## src/sv/median_filter_3x3_defines.svh

```systemverilog
// Assertion macros shared by the median filter modules.
// No dependencies; included by each module that carries assertions.
`ifndef MEDIAN_FILTER_3X3_DEFINES_SVH
`define MEDIAN_FILTER_3X3_DEFINES_SVH

// Same-cycle implication, checked outside reset.
`define MF3_ASSERT_NOW(label, clk, rst_n, ante, cons, msg) \
    label: assert property (@(posedge clk) disable iff (!rst_n) (ante) |-> (cons)) \
        else $error(msg);

// Next-cycle implication, checked outside reset.
`define MF3_ASSERT_NEXT(label, clk, rst_n, ante, cons, msg) \
    label: assert property (@(posedge clk) disable iff (!rst_n) (ante) |=> (cons)) \
        else $error(msg);

`endif

```

## src/sv/mf3_pkg.sv

```systemverilog
// Shared types and constants for the 3x3 median filter.
// No dependencies; used by every module of the block except mf3_ram.
package mf3_pkg;

    localparam int MAX_WIDTH  = 1024;
    localparam int MAX_HEIGHT = 1024;
    localparam int PIX_W      = 8;
    localparam int DIM_W      = 11;
    localparam int COL_W      = $clog2(MAX_WIDTH);
    localparam int ROW_W      = $clog2(MAX_HEIGHT);
    localparam int MIN_DIM    = 3;
    localparam int WIN_N      = 9;

    // Queue between front and back; depth must be a power of two.
    localparam int QDEPTH = 4;
    localparam int QA_W   = $clog2(QDEPTH);
    localparam int LVL_W  = $clog2(QDEPTH + 1);

    // Configuration port.
    localparam int CFG_IDX_W  = 2;
    localparam int CFG_DATA_W = DIM_W;

    typedef enum logic [CFG_IDX_W-1:0] {
        REG_IMAGE_WIDTH  = 2'd0,
        REG_IMAGE_HEIGHT = 2'd1
    } t_cfg_reg;

    typedef logic [PIX_W-1:0] t_pix;
    typedef logic [WIN_N-1:0][PIX_W-1:0] t_win;

    // One window on its way from the front to the back.
    typedef struct packed {
        t_win win;
        logic line_end;
        logic frame_end;
    } t_item;

endpackage

```

## src/sv/mf3_fifo.sv

```systemverilog
// Short queue of windows between the front end and the sorting back end.
// Depends on mf3_pkg and the assertion macro header.
`include "median_filter_3x3_defines.svh"

module mf3_fifo (
    input  logic                      i_clk,
    input  logic                      i_rst_n,
    input  logic                      i_push,
    input  mf3_pkg::t_item            i_item,
    input  logic                      i_pop,
    output mf3_pkg::t_item            o_item,
    output logic                      o_nonempty,
    output logic [mf3_pkg::LVL_W-1:0] o_level
);

    mf3_pkg::t_item            r_mem [mf3_pkg::QDEPTH];
    logic [mf3_pkg::QA_W-1:0]  r_wr_ptr;
    logic [mf3_pkg::QA_W-1:0]  r_rd_ptr;
    logic [mf3_pkg::LVL_W-1:0] r_count;

    // Storage write.
    always_ff @(posedge i_clk) begin
        if (i_push) begin
            r_mem[r_wr_ptr] <= i_item;
        end
    end

    // Pointers and fill level.
    always_ff @(posedge i_clk) begin
        if (!i_rst_n) begin
            r_wr_ptr <= '0;
            r_rd_ptr <= '0;
            r_count  <= '0;
        end else begin
            if (i_push) begin
                r_wr_ptr <= r_wr_ptr + mf3_pkg::QA_W'(1);
            end
            if (i_pop) begin
                r_rd_ptr <= r_rd_ptr + mf3_pkg::QA_W'(1);
            end
            case ({i_push, i_pop})
                2'b10:   r_count <= r_count + mf3_pkg::LVL_W'(1);
                2'b01:   r_count <= r_count - mf3_pkg::LVL_W'(1);
                default: r_count <= r_count;
            endcase
        end
    end

    assign o_item     = r_mem[r_rd_ptr];
    assign o_nonempty = (r_count != '0);
    assign o_level    = r_count;

    `MF3_ASSERT_NOW(a_no_overflow, i_clk, i_rst_n, r_count == mf3_pkg::LVL_W'(mf3_pkg::QDEPTH), !i_push, "item pushed into a full queue")
    `MF3_ASSERT_NOW(a_no_underflow, i_clk, i_rst_n, i_pop, r_count != '0, "item popped from an empty queue")

endmodule

```

## config.mk

```make
export PLATFORM = sky130hd
export DESIGN_NAME = mf3_fifo
export DESIGN_NICKNAME = d
export VERILOG_FILES = /design/src/sv/mf3_pkg.sv /design/src/sv/mf3_fifo.sv
export VERILOG_INCLUDE_DIRS = /design/src /design/src/sv
export SDC_FILE = /design/constraint.sdc
export NUM_CORES = 1
export LEC_CHECK = 0
export BUFFER_PORTS_ARGS = -buffer_cell sky130_fd_sc_hd__buf_2
export CORE_MARGIN = 5
export CORE_UTILIZATION = 30
export DETAILED_ROUTE_END_ITERATION = 8
export GPL_TIMING_DRIVEN = 0
export PLACE_DENSITY = 0.5
export SYNTH_ARGS = -nofsm -noshare
export SYNTH_HDL_FRONTEND = slang
export SYNTH_SLANG_ARGS = --single-unit
```

## constraint.sdc

```tcl
create_clock -name i_clk -period 2.8 [get_ports i_clk]
set_input_delay 0.56 -clock i_clk [delete_from_list [all_inputs] [get_ports i_clk]]
set_output_delay 0.56 -clock i_clk [all_outputs]
set_load 0.01 [all_outputs]
```

# Yosys cells after proc, flatten, opt, wreduce, memory -nomap -nowiden
# Memories as Yosys holds them, arrays and structs flattened. A register that Yosys moved wholly into a read port is not among the register bits.
# Cells that the tools add are included.
# op_classes
n_mux,5
n_reduce_logical,2
mul,0
n_addsub,4
eq_ne,2
div,0
bitwise_logic,0
n_shift,0
order_cmp,0
# ops
operator,count
one-hot mux 3 bit (2 select lines),1
"adder 2 x 1 -> 2 bit, second input constant",2
two-way mux 2 bit,2
"adder 3 x 1 -> 3 bit, second input constant",1
nonzero test 3 bit,1
"subtractor 3 x 1 -> 3 bit, second input constant",1
"== test 2 x 1 -> 1 bit, second input constant",1
"== test 2 bit, second input constant",1
two-way mux 1 bit,2
nonzero test 2 bit,1
# word_totals
memories,1
ramBits,296
word_cells,17
latch_bits,0
mem_bits_ro,0
input_bits,78
ff_bits,7
# mem_list
memory,depth,width,rd,rd_ports_with_merged_regs,write_ports,line,source
r_mem,4,74,1,1,1,mf3_fifo.sv:16,mf3_pkg::t_item r_mem [mf3_pkg::QDEPTH];

# Depth between registers and ports, before layout
# Gate-level depths: netlist (run 1).
# depth
word_depth,3
mapped_depth,7
depth_no_buf,7

# Least setup slack after synthesis (run 1)
# Ideal clock, no wire load.
# synth_timing
path_type,input port to flip-flop
from,input port i_push
to,"memory r_mem[0][0] (netlist bit), enable pin"
n_path_buf,0
cell_stages,1
arrival_time_ns,2.289
slack_ns,0.071
setup_ns,0.440
required_ns,2.360
path_cell_list,and2_1
# synth_between
elab_chain_cells,2
# synth_rtl
element,line,source
from (decl),mf3_fifo.sv:8,"input logic i_push,"
two-way mux 1 bit,mf3_fifo.sv:23,if (i_push) begin
two-way mux 1 bit (not written as such),mf3_fifo.sv:24,r_mem[r_wr_ptr] <= i_item;
to (decl),mf3_fifo.sv:16,
# Every way passes these cells.

==> results of run 1 <==
[routing by layer]
metal  up-vias  track usage
li1       2234            -
met1      2669        0.136
met2       133        0.182
met3        33       0.0303
met4         0       0.0461
met5         -            0
[logic make-up after synthesis]
family / count (synthesis)
adder cells (fa/ha/maj): 6
AND/OR/NAND/NOR: 15
multiplexers: 75
buffers and inverters: 22
AO/OA/AOI/OAI: 3
XOR/XNOR: 5
flip-flops: 305
[critical path, delay by kind of cell (launching register included)]
family / cells / cell delay, ns
muxes: 1 / 0.37
DFF: 1 / 0.31
buffers and inverters: 3 / 0.85
[worst paths after layout]
| path | startpoint | end | cells after the start |
|---|---|---|---|
| worst min-delay path | i_item[12] | r_mem[3][12] | 1 |
| worst max-delay path | flip-flop | o_item[26] | 4 |
| worst max register to register | r_wr_ptr[0] | r_mem[2][24] | 4 |
| worst min register to register | r_wr_ptr[1] | r_wr_ptr[1] | 2 |
[power by group through the flow]
stage | registers, mW | clock network, mW | logic (mW)
final | 5.29 | 4.10 | 1.01
after global routing | 5.30 | 4.47 | 1.10
after CTS | 5.29 | 4.27 | 1.04
after detailed placement | 5.39 | 0 | 1.04
after global placement | 5.40 | 0 | 0.990
after floorplan | 5.39 | 0 | 0.582
[state kept, by name, summed over array words and instances (netlist names), named ones only]
register	cells
r_mem	296
o_level	3
r_rd_ptr	2
r_wr_ptr	2
[cell usage in the layout, fill, tap and decap left out, drive strengths merged, types with 3 or more instances in the layout]
| master | count |
|---|---|
| inv | 6 |
| xor2 | 3 |
| buf | 174 |
| clkinv | 15 |
| and2 | 10 |
| dfxtp | 9 |
| edfxtp | 296 |
| clkbuf | 46 |
| mux4 | 74 |
| ha | 5 |
[stage by stage]
stage	power [mW]	std cells	setup TNS, ns	worst slack [ns]	utilization
2_1_floorplan	5.97	431	0	0.0706	-
3_3_place_gp	6.39	1054	-451.96	-1.54	0.341
3_5_place_dp	6.43	1058	0	0.587	0.344
4_1_cts	10.6	1119	0	0.0889	0.373
5_1_grt	10.9	1119	0	0.00278	0.373
6_report	10.4	1119	0	0.175	0.373
[cell type report]
class,count,area (um^2),share of cell area
clock inverter,16,77.6,0.00568
tap,468,586,0.0429
multi-input combinational,104,1920,0.141
sequential,305,9070,0.664
clock buffer,45,966,0.0708
timing repair buffer,159,886,0.0649
inverter,6,22.5,0.00165
buffer,16,125,0.00917
==> results.sh, run 1 <==
export IMPL_ir_worst_vdd_uv=460
export IMPL_seq_area_frac_synth=0.815
export IMPL_finalSetupViolations=0
export IMPL_grt_pass1_wl_um=34100
export IMPL_cts_clk_slew_worst_paths_ns=0.05
export IMPL_postSynthCellCount=431
export IMPL_switching_share=0.218
export IMPL_fin_crit_ns=2.62
export IMPL_dp_hpwl_um=14000
export IMPL_drt_initial_drc_count=169
export IMPL_fillers=3359
export IMPL_yosys_area_share_xor_xnor=0.00394
export IMPL_synth_top_family_by_area="multiplexers"
export IMPL_rsz0062_at_grt="no"
export IMPL_async_flop_share=0
export IMPL_wl_per_cell_um=19.9
export IMPL_crit_path_cell_trace="buf_2, buf_2, mux4_2, buf_2"
export IMPL_fp_dieH_um=203
export IMPL_finalMaxSlewViolations=0
export IMPL_critPathSlowestCell="buf_2"
export IMPL_ys_types=19
export IMPL_drc=0
export IMPL_synth_compound_area_frac=0.00157
export IMPL_avgSynthCellArea_um2=25.8
export IMPL_synth_edff_count=296
export IMPL_internal_power_mw=8.13
export IMPL_cts_sinks=305
export IMPL_cts_root_buffer="clkbuf_16"
export IMPL_power_frac_comb=0.097
export IMPL_area_growth_pct=22.7
export IMPL_final_antenna_net_count=0
export IMPL_critical_path_arrival_ns=2.06
export IMPL_post_cts_repair_setup_buffers=0
export IMPL_synthMuxAreaShare=0.151
export IMPL_grt_util_all_layers=0.109
export IMPL_clock_path_buffers=3
export IMPL_power_density_nw_per_um2=762
export IMPL_dr_pass1_iters=4
export IMPL_status="finished, final reports clean"
export IMPL_slew_limit_headroom=0.507
export IMPL_layout_drive_gt1_share=0.459
export IMPL_ys_flop_type="edfxtp_1"
export IMPL_hold_buffers=0
export IMPL_gr_total_overflow=0
export IMPL_cts_tree="done"
export IMPL_vias=5069
export IMPL_seqPwrFrac=0.509
export IMPL_worstSetupPathType="reg2out"
export IMPL_grt_pass1_vias=5706
export IMPL_yosysWarnings=0
export IMPL_hold_class="in2reg"
export IMPL_tightest_slew_ns=0.739
export IMPL_die_area_um2=41000
export IMPL_via_per_inst=4.53
export IMPL_synthTopCellsByArea="edfxtp_1, mux4_2, dfxtp_1"
export IMPL_cts_htree_levels=2
export IMPL_place_area_um2=12600
export IMPL_synthAdderAreaFrac=0.00742
export IMPL_ys_ff_latch=305
export IMPL_leakage_nw=4.59
export IMPL_layout_nets=711
export IMPL_wl_met1_um=9210
export IMPL_maxCapViolCount=0
export IMPL_critPathMaxFanout=10
export IMPL_fp_row_count=70
export IMPL_ios=156
export IMPL_initial_core_util=0.304
export IMPL_finalInstanceArea_um2=13700
export IMPL_antenna_cells=0
export IMPL_cpMostUsedCell="buf_2"
export IMPL_cp_required_ns=2.24
export IMPL_fin_crit_sh=0.937
export IMPL_numCtsBuffers=35
export IMPL_end_kind="output port"
export IMPL_wl_met2_um=11400
export IMPL_met3_wirelength_um=1200
export IMPL_synthSimpleGateAreaFrac=0.00798
export IMPL_p_sw_mw=2.27
export IMPL_synth_top_area_frac=0.799
export IMPL_core_um2=36600
export IMPL_post_synth_top_count_cell="edfxtp_1"
export IMPL_synth_fp_nets=515
export IMPL_syn_area_um2=11100
export IMPL_port_buffers=155
export IMPL_cpPeakStageDelay_ns=0.37
export IMPL_top_layer="met4"
export IMPL_die_x_um=203
export IMPL_antenna_found_initial=0
export IMPL_synth_top_cells_by_count="edfxtp_1, mux4_2, and2_1, dfxtp_1"
export IMPL_fmax_mhz=381
export IMPL_cts_resized=0
export IMPL_clk_latency_ns=0.51
export IMPL_gp_congestion=0.726
export IMPL_clockPowerShare=0.394
export IMPL_fin_skew_ns=0.00956
export IMPL_drt_wl_total_um=22300
export IMPL_final_hold_viol_count=0
export IMPL_synth_top_area_cell="edfxtp_1"
export IMPL_rrSetupSlack_ns=0.95
export IMPL_worst_setup_path_start_kind="flip-flop"
export IMPL_grt_max_degree=39
export IMPL_hold_slack_ns=0.254
(Power assumes the default switching activity.)
==> inputs of run 2 (changes only) <==
==> constraint.sdc (replaced) <==
create_clock -name i_clk -period 2.8 [get_ports i_clk]
set_input_delay 0 -clock i_clk [delete_from_list [all_inputs] [get_ports i_clk]]
set_output_delay 0 -clock i_clk [all_outputs]
set_load 0.01 [all_outputs]
==> run 2 against run 1 <==
  * Critical path depth did not move
  * Sequential power barely moved
  * Die area did not move
  * Sequential cell count did not move
  * Final cell count rose by 7.0%
  * Via count rose by 6.3%
  * Clock power barely moved
  * Core utilization rose by 2.1 points
  * Non-clock buffer count rose by 77
  * Register-to-register slack barely moved
  * Wire length rose by 1.6%
  * Total power rose by 0.78%
  * Critical endpoint unchanged
==> results.sh, run 2 (same netlist as run 1, synthesis figures left out) <==
export IMPL_fillers=3296
export IMPL_power_density_nw_per_um2=727
export IMPL_cp_required_ns=2.80
export IMPL_fp_dieH_um=203
export IMPL_layout_nets=788
export IMPL_grt_pass1_wl_um=35000
export IMPL_fin_crit_ns=2.06
export IMPL_final_common_cell="edfxtp_1"
export IMPL_antenna_found_initial=1
export IMPL_slew_limit_headroom=0.503
export IMPL_cts_sinks=305
export IMPL_layout_cells_most_common_list="edfxtp_1, buf_2, dlygate4sd3_1"
export IMPL_numCtsBuffers=35
export IMPL_fin_skew_ns=0.0105
export IMPL_worstSetupPathType="reg2out"
export IMPL_min_from="i_item[13]"
export IMPL_via_per_inst=4.50
export IMPL_die_area_um2=41000
export IMPL_fin_crit_sh=0.735
export IMPL_finalPower_mw=10.5
export IMPL_r2r_end="r_mem[2][24]"
export IMPL_hold_class="in2reg"
export IMPL_min_path_cells=2
export IMPL_r2r_start="r_wr_ptr[0]"
export IMPL_drc=0
export IMPL_leakage_nw=4.91
export IMPL_critical_path_arrival_ns=2.06
export IMPL_finalSetupViolations=0
export IMPL_vias=5387
export IMPL_status="finished, final reports clean"
export IMPL_grt_max_degree=39
export IMPL_cts_resized=0
export IMPL_rrSetupSlack_ns=0.94
export IMPL_layout_drive_gt1_share=0.411
export IMPL_grt_pass1_vias=6009
export IMPL_port_buffers=155
export IMPL_tightest_slew_ns=0.745
export IMPL_ff2ff_path_depth=4
export IMPL_initial_core_util=0.304
export IMPL_cts_root_buffer="clkbuf_16"
export IMPL_maxCapViolCount=0
export IMPL_finalMaxSlewViolations=0
export IMPL_drt_initial_drc_count=203
export IMPL_place_inst=1058
export IMPL_grt_util_all_layers=0.111
export IMPL_ios=156
export IMPL_dr_pass1_iters=4
export IMPL_cts_tree="done"
export IMPL_hold_buffers=77
export IMPL_post_cts_repair_setup_buffers=0
export IMPL_worst_setup_path_start_kind="flip-flop"
export IMPL_critPathMaxFanout=10
export IMPL_fin_tns_setup_ns=0
export IMPL_rsz0062_at_grt="no"
export IMPL_final_hold_viol_count=0
export IMPL_top_register="r_mem"
export IMPL_cts_htree_levels=2
export IMPL_largest_reg_flops=296
export IMPL_fp_row_count=70
export IMPL_wl_per_cell_um=18.9
export IMPL_fmax_mhz=486
export IMPL_gr_total_overflow=0
export IMPL_gp_congestion=0.726
export IMPL_dp_hpwl_um=14000
export IMPL_drt_wl_total_um=22700
export IMPL_hold_slack_ns=0.230
export IMPL_cts_clk_slew_worst_paths_ns=0.05
export IMPL_core_um2=36600
export IMPL_clock_path_buffers=3
export IMPL_hold_end="r_mem[2][13]"
export IMPL_clk_latency_ns=0.51
export IMPL_final_cell_count_no_fill=1197
export IMPL_die_x_um=203
export IMPL_end_kind="output port"
export IMPL_ir_worst_vdd_uv=460
export IMPL_area_growth_pct=29.6
export IMPL_final_antenna_net_count=0
-- run 2: cell count changes in the layout (fill, tap and decap cells not counted), sizes merged --
| cell | previous run | this run |
|---|---|---|
| dlygate4sd3 | 0 | 77 |
| diode | 0 | 1 |
-- run 2: power breakdown --
part | switching, mW | total [mW] | internal [mW]
combinational | 0.558 | 1.09 | 0.535
sequential | 0.0500 | 5.29 | 5.24
clock | 1.67 | 4.10 | 2.43
-- run 2: worst max-delay path by stage --
stage                 from      endpoint  slack [ns]  cells after the start
2_1_floorplan  r_wr_ptr[0]   r_mem[0][0]        0.09                      3
3_3_place_gp   r_wr_ptr[0]  r_mem[0][23]       -1.34                      3
3_5_place_dp   r_wr_ptr[0]  r_mem[0][24]        0.92                      4
4_1_cts          flip-flop    o_item[26]        0.65                      4
5_1_grt          flip-flop    o_item[26]        0.56                      4
6_report         flip-flop    o_item[26]        0.74                      4
-- run 2: critical path: stages, from the launching register on --
cell and delay [ns]:
dfxtp_1 0.31, buf_2 0.32, buf_2 0.37, mux4_2 0.37
buf_2 0.16
-- run 2: through the flow --
step / setup slack [ns] / cell area, um^2 / util
2_1_floorplan: 0.0900 / 11100 / -
6_report: 0.743 / 14400 / 0.394
4_1_cts: 0.649 / 14400 / 0.394
3_5_place_dp: 0.917 / 12600 / 0.344
3_3_place_gp: -1.34 / 12500 / 0.341
5_1_grt: 0.563 / 14400 / 0.394
-- run 2: final cells by class --
cell class	count	area (um^2)	share of cell area
repair buffers	236	1660	0.115
well taps	468	586	0.0406
flip-flops and latches	305	9070	0.629
multi-input cells	104	1920	0.133
plain buffers	16	125	0.00867
clock buffers	45	966	0.0670
diodes	1	2.50	0.000173
clock inverters	16	77.6	0.00538
inverters	6	22.5	0.00156
-- run 2: metal layers --
metal,vias to the layer above,global-route usage,part of all wire
met5,-,0,0
met4,0,0.0461,0.024
met3,32,0.0289,0.051
met2,149,0.186,0.51
met1,2815,0.139,0.41
li1,2391,-,-
