$ cat config.mk
export PLATFORM = sky130hd
export DESIGN_NAME = mf3_back
export DESIGN_NICKNAME = d
export VERILOG_FILES = /design/src/sv/mf3_pkg.sv /design/src/sv/mf3_back.sv
export VERILOG_INCLUDE_DIRS = /design/src /design/src/sv
export SDC_FILE = /design/constraint.sdc
export NUM_CORES = 1
export LEC_CHECK = 0
export ABC_AREA = 1
export BUFFER_PORTS_ARGS = -buffer_cell sky130_fd_sc_hd__buf_2
export CORE_UTILIZATION = 30
export CTS_CLUSTER_DIAMETER = 30
export DETAILED_ROUTE_END_ITERATION = 8
export GPL_ROUTABILITY_DRIVEN = 0
export PLACE_DENSITY_LB_ADDON = 0.2
export SLEW_MARGIN = 10
export SYNTH_ARGS = -nofsm -noshare
export SYNTH_HDL_FRONTEND = slang
export SYNTH_SLANG_ARGS = --single-unit
$ cat constraint.sdc
create_clock -name i_clk -period 7.5 [get_ports i_clk]
set_input_delay 1.5 -clock i_clk [delete_from_list [all_inputs] [get_ports i_clk]]
set_output_delay 1.5 -clock i_clk [all_outputs]
set_load 0.01 [all_outputs]
$ cat src/sv/median_filter_3x3_defines.svh
// Assertion macros shared by the median filter modules.
// No dependencies; included by each module that carries assertions.
`ifndef MEDIAN_FILTER_3X3_DEFINES_SVH
`define MEDIAN_FILTER_3X3_DEFINES_SVH

// Same-cycle implication, checked outside reset.
`define MF3_ASSERT_NOW(label, clk, rst_n, ante, cons, msg) \
    label: assert property (@(posedge clk) disable iff (!rst_n) (ante) |-> (cons)) \
        else $error(msg);

// Next-cycle implication, checked outside reset.
`define MF3_ASSERT_NEXT(label, clk, rst_n, ante, cons, msg) \
    label: assert property (@(posedge clk) disable iff (!rst_n) (ante) |=> (cons)) \
        else $error(msg);

`endif

$ cat src/sv/mf3_pkg.sv
// Shared types and constants for the 3x3 median filter.
// No dependencies; used by every module of the block except mf3_ram.
package mf3_pkg;

    localparam int MAX_WIDTH  = 1024;
    localparam int MAX_HEIGHT = 1024;
    localparam int PIX_W      = 8;
    localparam int DIM_W      = 11;
    localparam int COL_W      = $clog2(MAX_WIDTH);
    localparam int ROW_W      = $clog2(MAX_HEIGHT);
    localparam int MIN_DIM    = 3;
    localparam int WIN_N      = 9;

    // Queue between front and back; depth must be a power of two.
    localparam int QDEPTH = 4;
    localparam int QA_W   = $clog2(QDEPTH);
    localparam int LVL_W  = $clog2(QDEPTH + 1);

    // Configuration port.
    localparam int CFG_IDX_W  = 2;
    localparam int CFG_DATA_W = DIM_W;

    typedef enum logic [CFG_IDX_W-1:0] {
        REG_IMAGE_WIDTH  = 2'd0,
        REG_IMAGE_HEIGHT = 2'd1
    } t_cfg_reg;

    typedef logic [PIX_W-1:0] t_pix;
    typedef logic [WIN_N-1:0][PIX_W-1:0] t_win;

    // One window on its way from the front to the back.
    typedef struct packed {
        t_win win;
        logic line_end;
        logic frame_end;
    } t_item;

endpackage

$ cat src/sv/mf3_back.sv
// Back end: three-stage median-of-nine sorting network with output register.
// Depends on mf3_pkg and the assertion macro header.
`include "median_filter_3x3_defines.svh"

module mf3_back (
    input  logic           i_clk,
    input  logic           i_rst_n,
    input  mf3_pkg::t_item i_item,
    input  logic           i_nonempty,
    output logic           o_pop,
    output logic           o_valid,
    input  logic           i_stall,
    output mf3_pkg::t_pix  o_median,
    output logic           o_line_end,
    output logic           o_frame_end
);

    // Compare-exchange: lower value to slot a, higher to slot b.
    function automatic mf3_pkg::t_win cx(input mf3_pkg::t_win w,
                                         input logic [3:0] a,
                                         input logic [3:0] b);
        mf3_pkg::t_win res;
        res = w;
        if (w[a] > w[b]) begin
            res[a] = w[b];
            res[b] = w[a];
        end
        return res;
    endfunction

    // Layers one to three: sort each row of three.
    function automatic mf3_pkg::t_win net_a(input mf3_pkg::t_win w);
        mf3_pkg::t_win v;
        v = w;
        v = cx(v, 4'd1, 4'd2); v = cx(v, 4'd4, 4'd5); v = cx(v, 4'd7, 4'd8);
        v = cx(v, 4'd0, 4'd1); v = cx(v, 4'd3, 4'd4); v = cx(v, 4'd6, 4'd7);
        v = cx(v, 4'd1, 4'd2); v = cx(v, 4'd4, 4'd5); v = cx(v, 4'd7, 4'd8);
        return v;
    endfunction

    // Layers four to six: column maxima, medians and minima.
    function automatic mf3_pkg::t_win net_b(input mf3_pkg::t_win w);
        mf3_pkg::t_win v;
        v = w;
        v = cx(v, 4'd0, 4'd3); v = cx(v, 4'd5, 4'd8); v = cx(v, 4'd4, 4'd7);
        v = cx(v, 4'd3, 4'd6); v = cx(v, 4'd1, 4'd4); v = cx(v, 4'd2, 4'd5);
        v = cx(v, 4'd4, 4'd7);
        return v;
    endfunction

    // Layers seven to nine: settle the center value.
    function automatic mf3_pkg::t_win net_c(input mf3_pkg::t_win w);
        mf3_pkg::t_win v;
        v = w;
        v = cx(v, 4'd4, 4'd2);
        v = cx(v, 4'd6, 4'd4);
        v = cx(v, 4'd4, 4'd2);
        return v;
    endfunction

    logic           r_a_valid;
    logic           r_b_valid;
    logic           r_c_valid;
    mf3_pkg::t_item r_a;
    mf3_pkg::t_item r_b;
    mf3_pkg::t_win  c_win;
    mf3_pkg::t_pix  r_median;
    logic           r_line_end;
    logic           r_frame_end;
    logic           rdy_a;
    logic           rdy_b;
    logic           rdy_c;

    // Each stage moves on when the stage after it has room.
    assign rdy_c = !r_c_valid || !i_stall;
    assign rdy_b = !r_b_valid || rdy_c;
    assign rdy_a = !r_a_valid || rdy_b;
    assign o_pop = i_nonempty && rdy_a;

    always_ff @(posedge i_clk) begin
        if (!i_rst_n) begin
            r_a_valid <= 1'b0;
            r_b_valid <= 1'b0;
            r_c_valid <= 1'b0;
        end else begin
            if (rdy_a) begin
                r_a_valid <= i_nonempty;
            end
            if (rdy_b) begin
                r_b_valid <= r_a_valid;
            end
            if (rdy_c) begin
                r_c_valid <= r_b_valid;
            end
        end
    end

    // Network stage registers.
    always_ff @(posedge i_clk) begin
        if (rdy_a) begin
            r_a.win       <= net_a(i_item.win);
            r_a.line_end  <= i_item.line_end;
            r_a.frame_end <= i_item.frame_end;
        end
        if (rdy_b) begin
            r_b.win       <= net_b(r_a.win);
            r_b.line_end  <= r_a.line_end;
            r_b.frame_end <= r_a.frame_end;
        end
    end

    // Output register holds the median until the receiver takes it.
    assign c_win = net_c(r_b.win);

    always_ff @(posedge i_clk) begin
        if (rdy_c) begin
            r_median    <= c_win[4];
            r_line_end  <= r_b.line_end;
            r_frame_end <= r_b.frame_end;
        end
    end

    assign o_valid     = r_c_valid;
    assign o_median    = r_median;
    assign o_line_end  = r_line_end;
    assign o_frame_end = r_frame_end;

    `MF3_ASSERT_NEXT(a_b_held, i_clk, i_rst_n, r_b_valid && r_c_valid && i_stall, r_b_valid, "stage B item lost under output stall")

endmodule

* After elaboration in Yosys (flattened, before gate mapping)
Cells that the tools add are included.
** Word-level totals
- Bits in writable memories :: 0
- Bits in latches :: 0
- Bits in read-only memories :: 0
- Logic and storage cells :: 81
- Flip-flop bits (word level) :: 113
- Memories :: 0
- Output and inout port bits :: 12
** Cells by class
- Equal/unequal tests :: 0
- Bitwise logic cells :: 0
- Divide/modulo/power cells :: 0
- Shifts and indexed selects :: 0
- $add $sub $neg :: 0
- Magnitude comparators :: 19
- Multipliers :: 0
- Muxes and demuxes :: 32
- Reduce and logical (&&, ||, !) cells :: 8
** Operators by type and width (number)
- $mux W16 :: 15
- $gt A8 B8 Y1 :: 19
- $mux W8 :: 17
- $logic_not A1 Y1 :: 4
- $logic_or A1 B1 Y1 :: 3
- $logic_and A1 B1 Y1 :: 1

* Depth between registers and ports, before layout
Gate-level depths: netlist of the first run.
- Depth after elaboration :: 10
- Depth in mapped cells :: 38
- Mapped depth without buffers :: 35

* Least setup slack after synthesis of the first run
OpenSTA, ideal clock, no wires.
- Path type :: input -> register
- Start :: in i_item[25] (netlist name)
- End :: reg r_a[16] (netlist name), data pin
- Arrival time :: 5.726 ns
- Buffers on the path :: 4
- Cell stages on the path :: 32
- Setup time :: 0.254 ns
- Path slack :: 1.520 ns
- Cell sequence :: inv_1 -> ha_1 -> a21o_1 -> nor2_1 -> nand2_2 -> nand2_2 -> buf_2 -> clkbuf_1 -> o21ai_0 -> inv_1 -> ha_1 -> a21oi_1 -> nor2_1 -> a211oi_1 -> nand2_4 -> nand2_4 -> buf_6 -> nand2_2 -> and2_1 -> ha_1 -> nand2_1 -> inv_1 -> nand2_1 -> inv_1 -> nand2_1 -> a21oi_1 -> a2111oi_0 -> a31oi_1 -> inv_1 -> clkbuf_1 -> nand3_1 -> nand2_1
** On the way
- Longest elaborated chain between the ends :: 8
** Ends and longest elaborated chain
- start, declared :: line mf3_back.sv:8 : input mf3_pkg::t_item i_item,
- $gt A8 B8 Y1 :: line mf3_back.sv:24 : if (w[a] > w[b]) begin
- $mux W16 (*) :: line mf3_back.sv:24
- $mux W16 (*) :: line mf3_back.sv:100 : if (rdy_a) begin
- $gt A8 B8 Y1 :: line mf3_back.sv:24
- $mux W16 :: line mf3_back.sv:24
- $mux W16 :: line mf3_back.sv:100
- $gt A8 B8 Y1 :: line mf3_back.sv:24
- $mux W16 (*) :: line mf3_back.sv:24
- end, declared :: line mf3_back.sv:64 : mf3_pkg::t_item r_a;
Every way passes the cells marked *; elsewhere a longest branch is shown, timed or not. The select of a mux whose other input is x is not followed.
A chain may end at the register's enable or synchronous reset.

* Worst setup path in the final report of the first run
- Start :: in i_item[17] (netlist name)
- End :: reg r_a[20] (netlist name), data pin
Same word-level chain as after synthesis.

==> impl_metrics.csv, run 1 <==
group,metric,value,unit
timing,finalHoldViolations,0,
clock_network,cts_tree,"yes",
worst_setup_path,cp_data_arrival_time,6.35,ns
route,routed_wl,25.7,mm
route,drc,0,
placed_design,dp_cells,1936,
floorplan,die_h,189,um
clock_network,cts_resized,0,
yosys,ys_types,34,
yosys,synth_compound_area_frac,0.122,
worst_setup_path,critPathKind,"in2reg",
route,first_pass_iters,5,
grt,grt-ovfl-total,0,
yosys,synth.most_common_cell,"nand2_1",
timing,tns,0,ns
cells_and_area,multiInputGateArea,6070,um^2
worst_setup_path,critPathMaxStageDelay,0.37,ns
yosys,synth.avg_cell_area,7.33,um^2
clock_network,cts_buffer_depth,2,
clock_network,postCtsSetupBuffers,0,
yosys,yosysSeqAreaShare,0.322,
cells_and_area,seq_area,3360,um^2
yosys,synthTopCellsByCount,"398 x nand2_1, 228 x inv_1, 144 x ha_1",
yosys,synthSimpleGateAreaFrac,0.286,
timing,min_period,6.07,ns
grt,grt_max_degree,69,
placed_design,dp_hpwl,21.3,mm
timing,period_share,0.809,
timing,slew_viol_final,0,
timing,worst_pin_slew,1.04,ns
cells_and_area,postLayoutCoreUtil,0.353,
clock_network,insertion_delay,0.42,ns
clock_network,hold_buffers,0,
timing,max_slew_margin,0.305,
yosys,ys_top_cells_by_area,"edfxtp_1 32%, ha_1 17%, nand2_1 14%, inv_1 8.2%, nand3_1 6.1%",
grt,grt_pass1_vias,8485,
clock_network,clk_pin_slew,0.06,ns
cells_and_area,finalNonFillerCells,1968,
min_path,hp-class,"reg2reg",
yosys,synth-adder-area-share,0.172,
yosys,async_flop_share,0,
floorplan,num_rows,67,
yosys,synth-xor-area-share,0,
clock_network,cts_buffers,17,
clock_network,htreeDepth,4,
timing,clock_skew,0.0145,ns
worst_setup_path,crit_path_end_kind,"flop",
yosys,muxShareOfSynthArea,0,
timing,whs,0.417,ns
route,drt_first_iter_violations,540,
cells_and_area,fillerInstances,3629,
worst_setup_path,start_kind,"input port",
yosys,yosys_most_used_dff,"edfxtp_1",
worst_setup_path,cp.required,7.78,ns
grt,grt_use_total,0.149,
cells_and_area,nets,1729,
floorplan,core-area,33900,um^2
yosys,synth_top_family_by_area,"simple AND/OR/NAND/NOR gates",
clock_network,cts_root_buffer,"clkbuf_16",
flow_run,drv_cap,0,
route,vias_per_cell,4.59,
route,wire_per_inst,13.1,um
worst_setup_path,slowest_stage,"nand2_2",
floorplan,ioPinCount,90,
yosys,synth_nets,1648,
run_status,status,"complete, no violations",
yosys,yosysWarnings,0,
floorplan,start_util,0.309,
worst_setup_path,cp_num_buf_inv,5,
worst_setup_path,worstPathMaxFanout,31,
floorplan,dieWidth,189,um
yosys,yosys.area.top_type,"edfxtp_1",
cells_and_area,diodes,0,
timing,rsz0062_at_grt,"no",
timing,setup_viol,0,
yosys,ys_ff_latch,113,
yosys,synth_top_cell_area_share,0.316,
route,vias,9041,
worst_setup_path,crit_family,"simple AND/OR/NAND/NOR gates",
floorplan,design.die.area,35600,um^2
cells_and_area,syn_to_final_growth,14.3,%
timing,clock.fmax,165,MHz
yosys,syn_area,10500,um^2
yosys,synthCells,1426,
worst_setup_path,cpMostUsedCell,"nand2_1",
route,ant_nets,0,
clock_network,clock_sinks,113,
grt,antenna_found_initial,0,
cells_and_area,drive_gt1_frac,0.107,
placed_design,port_buffers,89,
grt,grt_pass1_wl,42.1,mm
yosys,synth_edf_count,110,
[metrics by stage]
step	area, um^2	setup slack [ns]
3_5_place_dp	11300	0.996
3_3_place_gp	11300	1.10
5_1_grt	11900	0.772
4_1_cts	11900	1.42
6_report	11900	1.43
2_1_floorplan	10500	1.52
[state kept, by name (all words and copies together) (netlist names)]
name	cells
r_a_valid	1
r_b	26
o_median	8
r_a	74
o_frame_end	1
o_line_end	1
r_b_valid	1
o_valid	1
[cell families (layout without fill, tap and decap cells)]
kind of cell               Yosys count  in the layout
buffers and inverters              263            357
and+or+nand+nor                    684            684
AOI/OAI and AO/OA                  222            222
adders and majority gates          144            144
DFF                                113            113
[routing by layer]
layer | GRT usage | vias to the layer above | wire, um
li1 | - | 4870 | -
met1 | 0.197 | 4012 | 12700
met2 | 0.253 | 139 | 12000
met3 | 0.0224 | 20 | 686
met4 | 0.0397 | 0 | 327
met5 | 0 | - | 0
[final cells by class]
type | instances | area share
clock inverters | 11 | 0.0131
inverters | 232 | 0.0729
flip-flops and latches | 113 | 0.282
clock buffers | 21 | 0.0377
repair buffers | 93 | 0.0398
well taps | 448 | 0.0469
multi-input cells | 1050 | 0.508
[layout by cell type, fill, tap and decap left out, types with 4 or more instances in the layout]
cell,netlist,layout
nand4_2,6,6
nand2_4,6,6
inv_1,228,227
nand3_1,128,128
o21ai_0,42,42
nand2_2,18,18
o21a_1,37,37
and2_1,35,35
nand4_1,5,5
nand2_1,398,398
a211oi_1,10,10
buf_2,4,89
clkbuf_16,0,17
nor2_1,81,81
buf_4,2,4
inv_2,3,4
nor2_2,6,6
a21oi_1,91,91
ha_1,144,144
o21ai_1,26,26
edfxtp_1,110,110
[path summary, 6_finish.rpt]
| kind | startpoint | to | slack, ns | depth (start not counted) |
|---|---|---|---|---|
| max | i_item[17] | r_a[20] | 1.43 | 27 |
| min | r_a[0] | r_b[0] | 0.42 | 0 |
| max reg2reg | r_a[41] | r_b[36] | 1.80 | 21 |
| min reg2reg | r_a[0] | r_b[0] | 0.42 | 0 |
Power of run 1 is not shown: default switching activity piles up to over one toggle a cycle in this logic, so the estimate is an artifact.
==> run 2, diff against run 1 <==
Clock period 7.5 ns to 6.3 ns, I/O delays scaled along.
==> run 2 against run 1 <==
  * Flip-flop and latch count did not move
  * Via count rose by 0.29%
  * Critical path depth rose by 1
  * Final area rose by 0.10%
  * Utilization barely moved
  * Clock skew rose by 0.0040 ns
  * Die area did not move
  * Sequential share of layout area barely moved
  * First-iteration DRC count fell by 16%
==> impl_metrics.csv, run 2 (synthesis gave the netlist of run 1 again) <==
group,metric,value,unit
timing,tns,0,ns
clock_network,hold_buffers,0,
worst_setup_path,worstPathMaxFanout,24,
cells_and_area,layout_common_cells,"398 x nand2_1, 227 x inv_1, 144 x ha_1",
worst_setup_path,reg2reg_to,"r_b[36]",
floorplan,design.die.area,35600,um^2
timing,min_period,5.53,ns
clock_network,clock_sinks,113,
placed_design,dp_hpwl,21.4,mm
clock_network,cts_buffer_depth,2,
route,wire_per_inst,13.0,um
route,drt_first_iter_violations,452,
cells_and_area,largest_reg_flops,74,
floorplan,num_rows,67,
clock_network,insertion_delay,0.42,ns
floorplan,core-area,33900,um^2
worst_setup_path,cp-startpoint,"i_item[15]",
grt,grt-ovfl-total,0,
route,first_pass_iters,5,
cells_and_area,final_common_cell,"nand2_1",
grt,grt_max_degree,37,
timing,rsz0062_at_grt,"no",
min_path,min_to,"o_line_end",
cells_and_area,syn_to_final_growth,14.4,%
cells_and_area,fillerInstances,3654,
worst_setup_path,cp_data_arrival_time,5.82,ns
route,ant_nets,0,
min_path,hold_path_depth,0,
route,routed_wl,25.7,mm
route,drc,0,
placed_design,port_buffers,89,
cells_and_area,drive_gt1_frac,0.114,
clock_network,cts_tree,"yes",
clock_network,htreeDepth,4,
cells_and_area,regMostFlops,"r_a",
worst_setup_path,ff2ff_path_depth,24,
cells_and_area,finalNonFillerCells,1976,
timing,slew_viol_final,0,
grt,grt_use_total,0.152,
grt,grt_pass1_wl,42.8,mm
min_path,hp-start,"r_b[1]",
timing,finalHoldViolations,0,
timing,period_share,0.878,
min_path,hp-class,"reg2reg",
worst_setup_path,critPathKind,"in2reg",
timing,whs,0.421,ns
floorplan,start_util,0.309,
timing,max_slew_margin,0.302,
clock_network,cts_resized,0,
worst_setup_path,reg2reg_from,"r_a[39]",
timing,worst_pin_slew,1.05,ns
clock_network,cts_buffers,17,
clock_network,clk_pin_slew,0.06,ns
route,vias_per_cell,4.59,
clock_network,cts_root_buffer,"clkbuf_16",
timing,clock_skew,0.0184,ns
flow_run,drv_cap,0,
worst_setup_path,start_kind,"input port",
worst_setup_path,crit_path_end_kind,"flop",
floorplan,ioPinCount,90,
placed_design,dp_cells,1944,
timing,setup_viol,0,
cells_and_area,nets,1737,
floorplan,die_h,189,um
worst_setup_path,cp.required,6.59,ns
placed_design,place_area,11400,um^2
cells_and_area,stdcell_area,12000,um^2
floorplan,dieWidth,189,um
run_status,status,"complete, no violations",
route,vias,9067,
timing,clock.fmax,181,MHz
cells_and_area,diodes,0,
grt,antenna_found_initial,0,
worst_setup_path,reg2reg_slack,1.04,ns
grt,grt_pass1_vias,8710,
clock_network,postCtsSetupBuffers,0,
run 2: cell count changes in the layout (fill, tap and decap cells not counted):
cell | previous run | this run
clkbuf_8 | 1 | 0
buf_4 | 4 | 12
clkbuf_1 | 3 | 0
clkinv_2 | 0 | 4
bufinv_16 | 3 | 1
inv_6 | 2 | 4
run 2: critical path: stages:
cell	delay, ns
buf_2	0.12
ha_1	0.31
a21oi_1	0.14
nor2_1	0.05
nor2_1	0.12
nand2_2	0.11
nand2_2	0.23
buf_4	0.24
nand2_1	0.06
o21ai_0	0.07
inv_1	0.13
ha_1	0.31
nand2_1	0.09
nor2_4	0.10
nand4_2	0.23
nand2_4	0.33
nand2_1	0.15
and2_1	0.17
ha_1	0.30
inv_1	0.06
nor2_1	0.03
o21ai_0	0.13
a21oi_1	0.08
a2111oi_0	0.28
a31oi_1	0.10
inv_1	0.40
nand3_1	0.14
nand2_1	0.08
run 2: layer usage:
layer / track usage / wire, um / vias to the layer above
li1: - / - / 4890
met1: 0.191 / 12200 / 4058
met2: 0.268 / 12500 / 102
met3: 0.0244 / 616 / 17
met4: 0.0409 / 320 / 0
met5: 0 / 0 / -
run 2: per-stage QoR:
step                       util  setup WS, ns
final                     0.353         0.771
after global routing      0.353         0.126
after CTS                 0.353         0.768
after detailed placement  0.337         0.327
after global placement    0.337         0.372
after floorplan               -         0.560
run 2: area by class of cell:
| type | instances | area [um^2] | share of cell area |
|---|---|---|---|
| Timing Repair Buffer | 101 | 536 | 0.0448 |
| Tap cell | 448 | 561 | 0.0469 |
| Inverter | 232 | 871 | 0.0728 |
| Multi-Input combinational cell | 1050 | 6070 | 0.507 |
| Sequential cell | 113 | 3360 | 0.281 |
| Clock inverter | 15 | 134 | 0.0112 |
| Clock buffer | 17 | 425 | 0.0356 |
run 2: worst max-delay path by stage:
stage               slack [ns]  cells past startpoint  endpoint
CTS                       0.77                     26   r_a[38]
detailed placement        0.33                     26   r_a[38]
global route              0.13                     31   r_a[10]
global placement          0.37                     28   r_a[34]
finish                    0.77                     28   r_a[10]
floorplan                 0.56                     32   r_a[16]
Power of run 2 is left out for the same reason.
==> run 3, diff against run 2 <==
==> constraint.sdc (replaced) <==
create_clock -name i_clk -period 6.3 [get_ports i_clk]
set_input_delay 0.63 -clock i_clk [delete_from_list [all_inputs] [get_ports i_clk]]
set_output_delay 0.63 -clock i_clk [all_outputs]
set_load 0.01 [all_outputs]
==> run 3 against run 2 <==
  * Maximum frequency grew 4.9%
  * Wire length grew 0.18%
  * Worst setup slack gained 0.26 ns
  * Sequential share of layout area shrank 0.062 points
  * Clock skew shrank 0.0052 ns
  * Via count shrank 0.46%
  * Utilization grew 0.078 points
  * Count of clock-buffer cells in the layout is the same
  * First-iteration DRC count grew 0.22%
  * Die area is the same
  * Flip-flop and latch count is the same
  * Register-to-register slack gained 0.07 ns
  * Critical path type unchanged
==> impl_metrics.csv, run 3 (synthesis gave the netlist of run 1 again) <==
group,metric,value,unit
run_status,status,"complete, no violations",
route,vias_per_cell,4.58,
timing,clock_skew,0.0132,ns
timing,finalHoldViolations,0,
cells_and_area,syn_to_final_growth,14.6,%
worst_setup_path,start_kind,"input port",
timing,rsz0062_at_grt,"no",
timing,tns,0,ns
floorplan,design.die.area,35600,um^2
cells_and_area,final_common_cell,"nand2_1",
timing,worst_pin_slew,1.03,ns
cells_and_area,layout_common_cells,"398 x nand2_1, 227 x inv_1, 144 x ha_1",
floorplan,core-area,33900,um^2
route,drt_first_iter_violations,453,
worst_setup_path,crit_path_end_kind,"flop",
clock_network,hold_buffers,0,
cells_and_area,largest_reg_flops,74,
floorplan,die_h,189,um
timing,period_share,0.837,
floorplan,ioPinCount,90,
route,ant_nets,0,
clock_network,postCtsSetupBuffers,0,
worst_setup_path,cpMostUsedCell,"nand2_1",
clock_network,htreeDepth,4,
cells_and_area,fillerInstances,3598,
floorplan,dieWidth,189,um
worst_setup_path,cp_data_arrival_time,5.56,ns
timing,min_period,5.27,ns
worst_setup_path,slowest_stage,"a211oi_1",
grt,met2_usage,0.258,
worst_setup_path,critPathKind,"in2reg",
grt,gr-usage-met1,0.193,
clock_network,cts_tree,"yes",
flow_run,drv_cap,0,
cells_and_area,nets,1731,
clock_network,cts_buffers,17,
clock_network,cts_resized,0,
min_path,hp-class,"in2reg",
route,routed_wl,25.7,mm
placed_design,port_buffers,89,
cells_and_area,drive_gt1_frac,0.110,
route,vias,9025,
grt,grt_pass1_vias,8575,
clock_network,clk_pin_slew,0.06,ns
timing,slew_viol_final,0,
clock_network,insertion_delay,0.42,ns
grt,grt-busiest-layer,"met2",
worst_setup_path,cp.required,6.58,ns
worst_setup_path,critPathMaxStageDelay,0.41,ns
timing,clock.fmax,190,MHz
cells_and_area,diodes,0,
floorplan,start_util,0.309,
grt,grt_max_degree,43,
clock_network,cts_buffer_depth,2,
cells_and_area,regMostFlops,"r_a",
timing,setup_viol,0,
worst_setup_path,worstPathMaxFanout,31,
clock_network,clock_sinks,113,
route,first_pass_iters,5,
cells_and_area,postLayoutCoreUtil,0.354,
route,wire_per_inst,13.1,um
timing,max_slew_margin,0.311,
grt,met3_usage,0.0225,
grt,grt-ovfl-total,0,
route,drc,0,
clock_network,cts_root_buffer,"clkbuf_16",
grt,antenna_found_initial,0,
grt,grt_use_total,0.149,
grt,grt_pass1_wl,42.5,mm
floorplan,num_rows,67,
placed_design,dp_hpwl,21.4,mm
==> run 3: cell count changes in the layout (fill, tap and decap cells not counted), sizes merged <==
cell and change:
clkinv -3, bufinv +3, buf -6
==> run 3: layout make-up <==
type,count,area [um^2],share of cell area
clock buffer,17,425,0.0355
multi-input combinational,1050,6070,0.506
sequential,113,3360,0.281
clock inverter,15,205,0.0171
inverter,232,871,0.0727
tap,448,561,0.0468
timing repair buffer,95,490,0.0409
==> run 3: through the flow <==
step | hold WS, ns | instances | area [um^2] | setup WS (ns)
final | 0.389 | 1970 | 12000 | 1.03
after floorplan | 0.400 | 1426 | 10500 | 1.19
after CTS | 0.369 | 1970 | 12000 | 1.09
after detailed placement | 0.405 | 1938 | 11400 | 0.679
after global placement | 0.402 | 1938 | 11400 | 0.822
after global routing | 0.370 | 1970 | 12000 | 0.347
==> run 3: worst max-delay path, delay by kind of cell <==
family                   cells  cell delay (ns)
buffers and inverters        6             0.88
adder cells (fa/ha/maj)      3             0.90
AND/OR/NAND/NOR             15             1.89
AO/OA/AOI/OAI                7             1.23
==> run 3: path summary, 6_finish.rpt <==
path,start,end,slack (ns),depth (start not counted)
setup / recovery,i_item[15],r_a[14],1.03,31
hold / removal,i_item[1],r_a[1],0.39,1
setup reg to reg,r_a[41],r_b[36],1.11,23
hold reg to reg,r_a[0],r_b[0],0.42,0
==> run 3: layer usage <==
| metal | share of wire | routed length, um |
|---|---|---|
| met5 | 0 | 0 |
| met4 | 0.011 | 291 |
| met3 | 0.028 | 733 |
| met2 | 0.47 | 12200 |
| met1 | 0.49 | 12500 |
Power of run 3 is left out for the same reason.
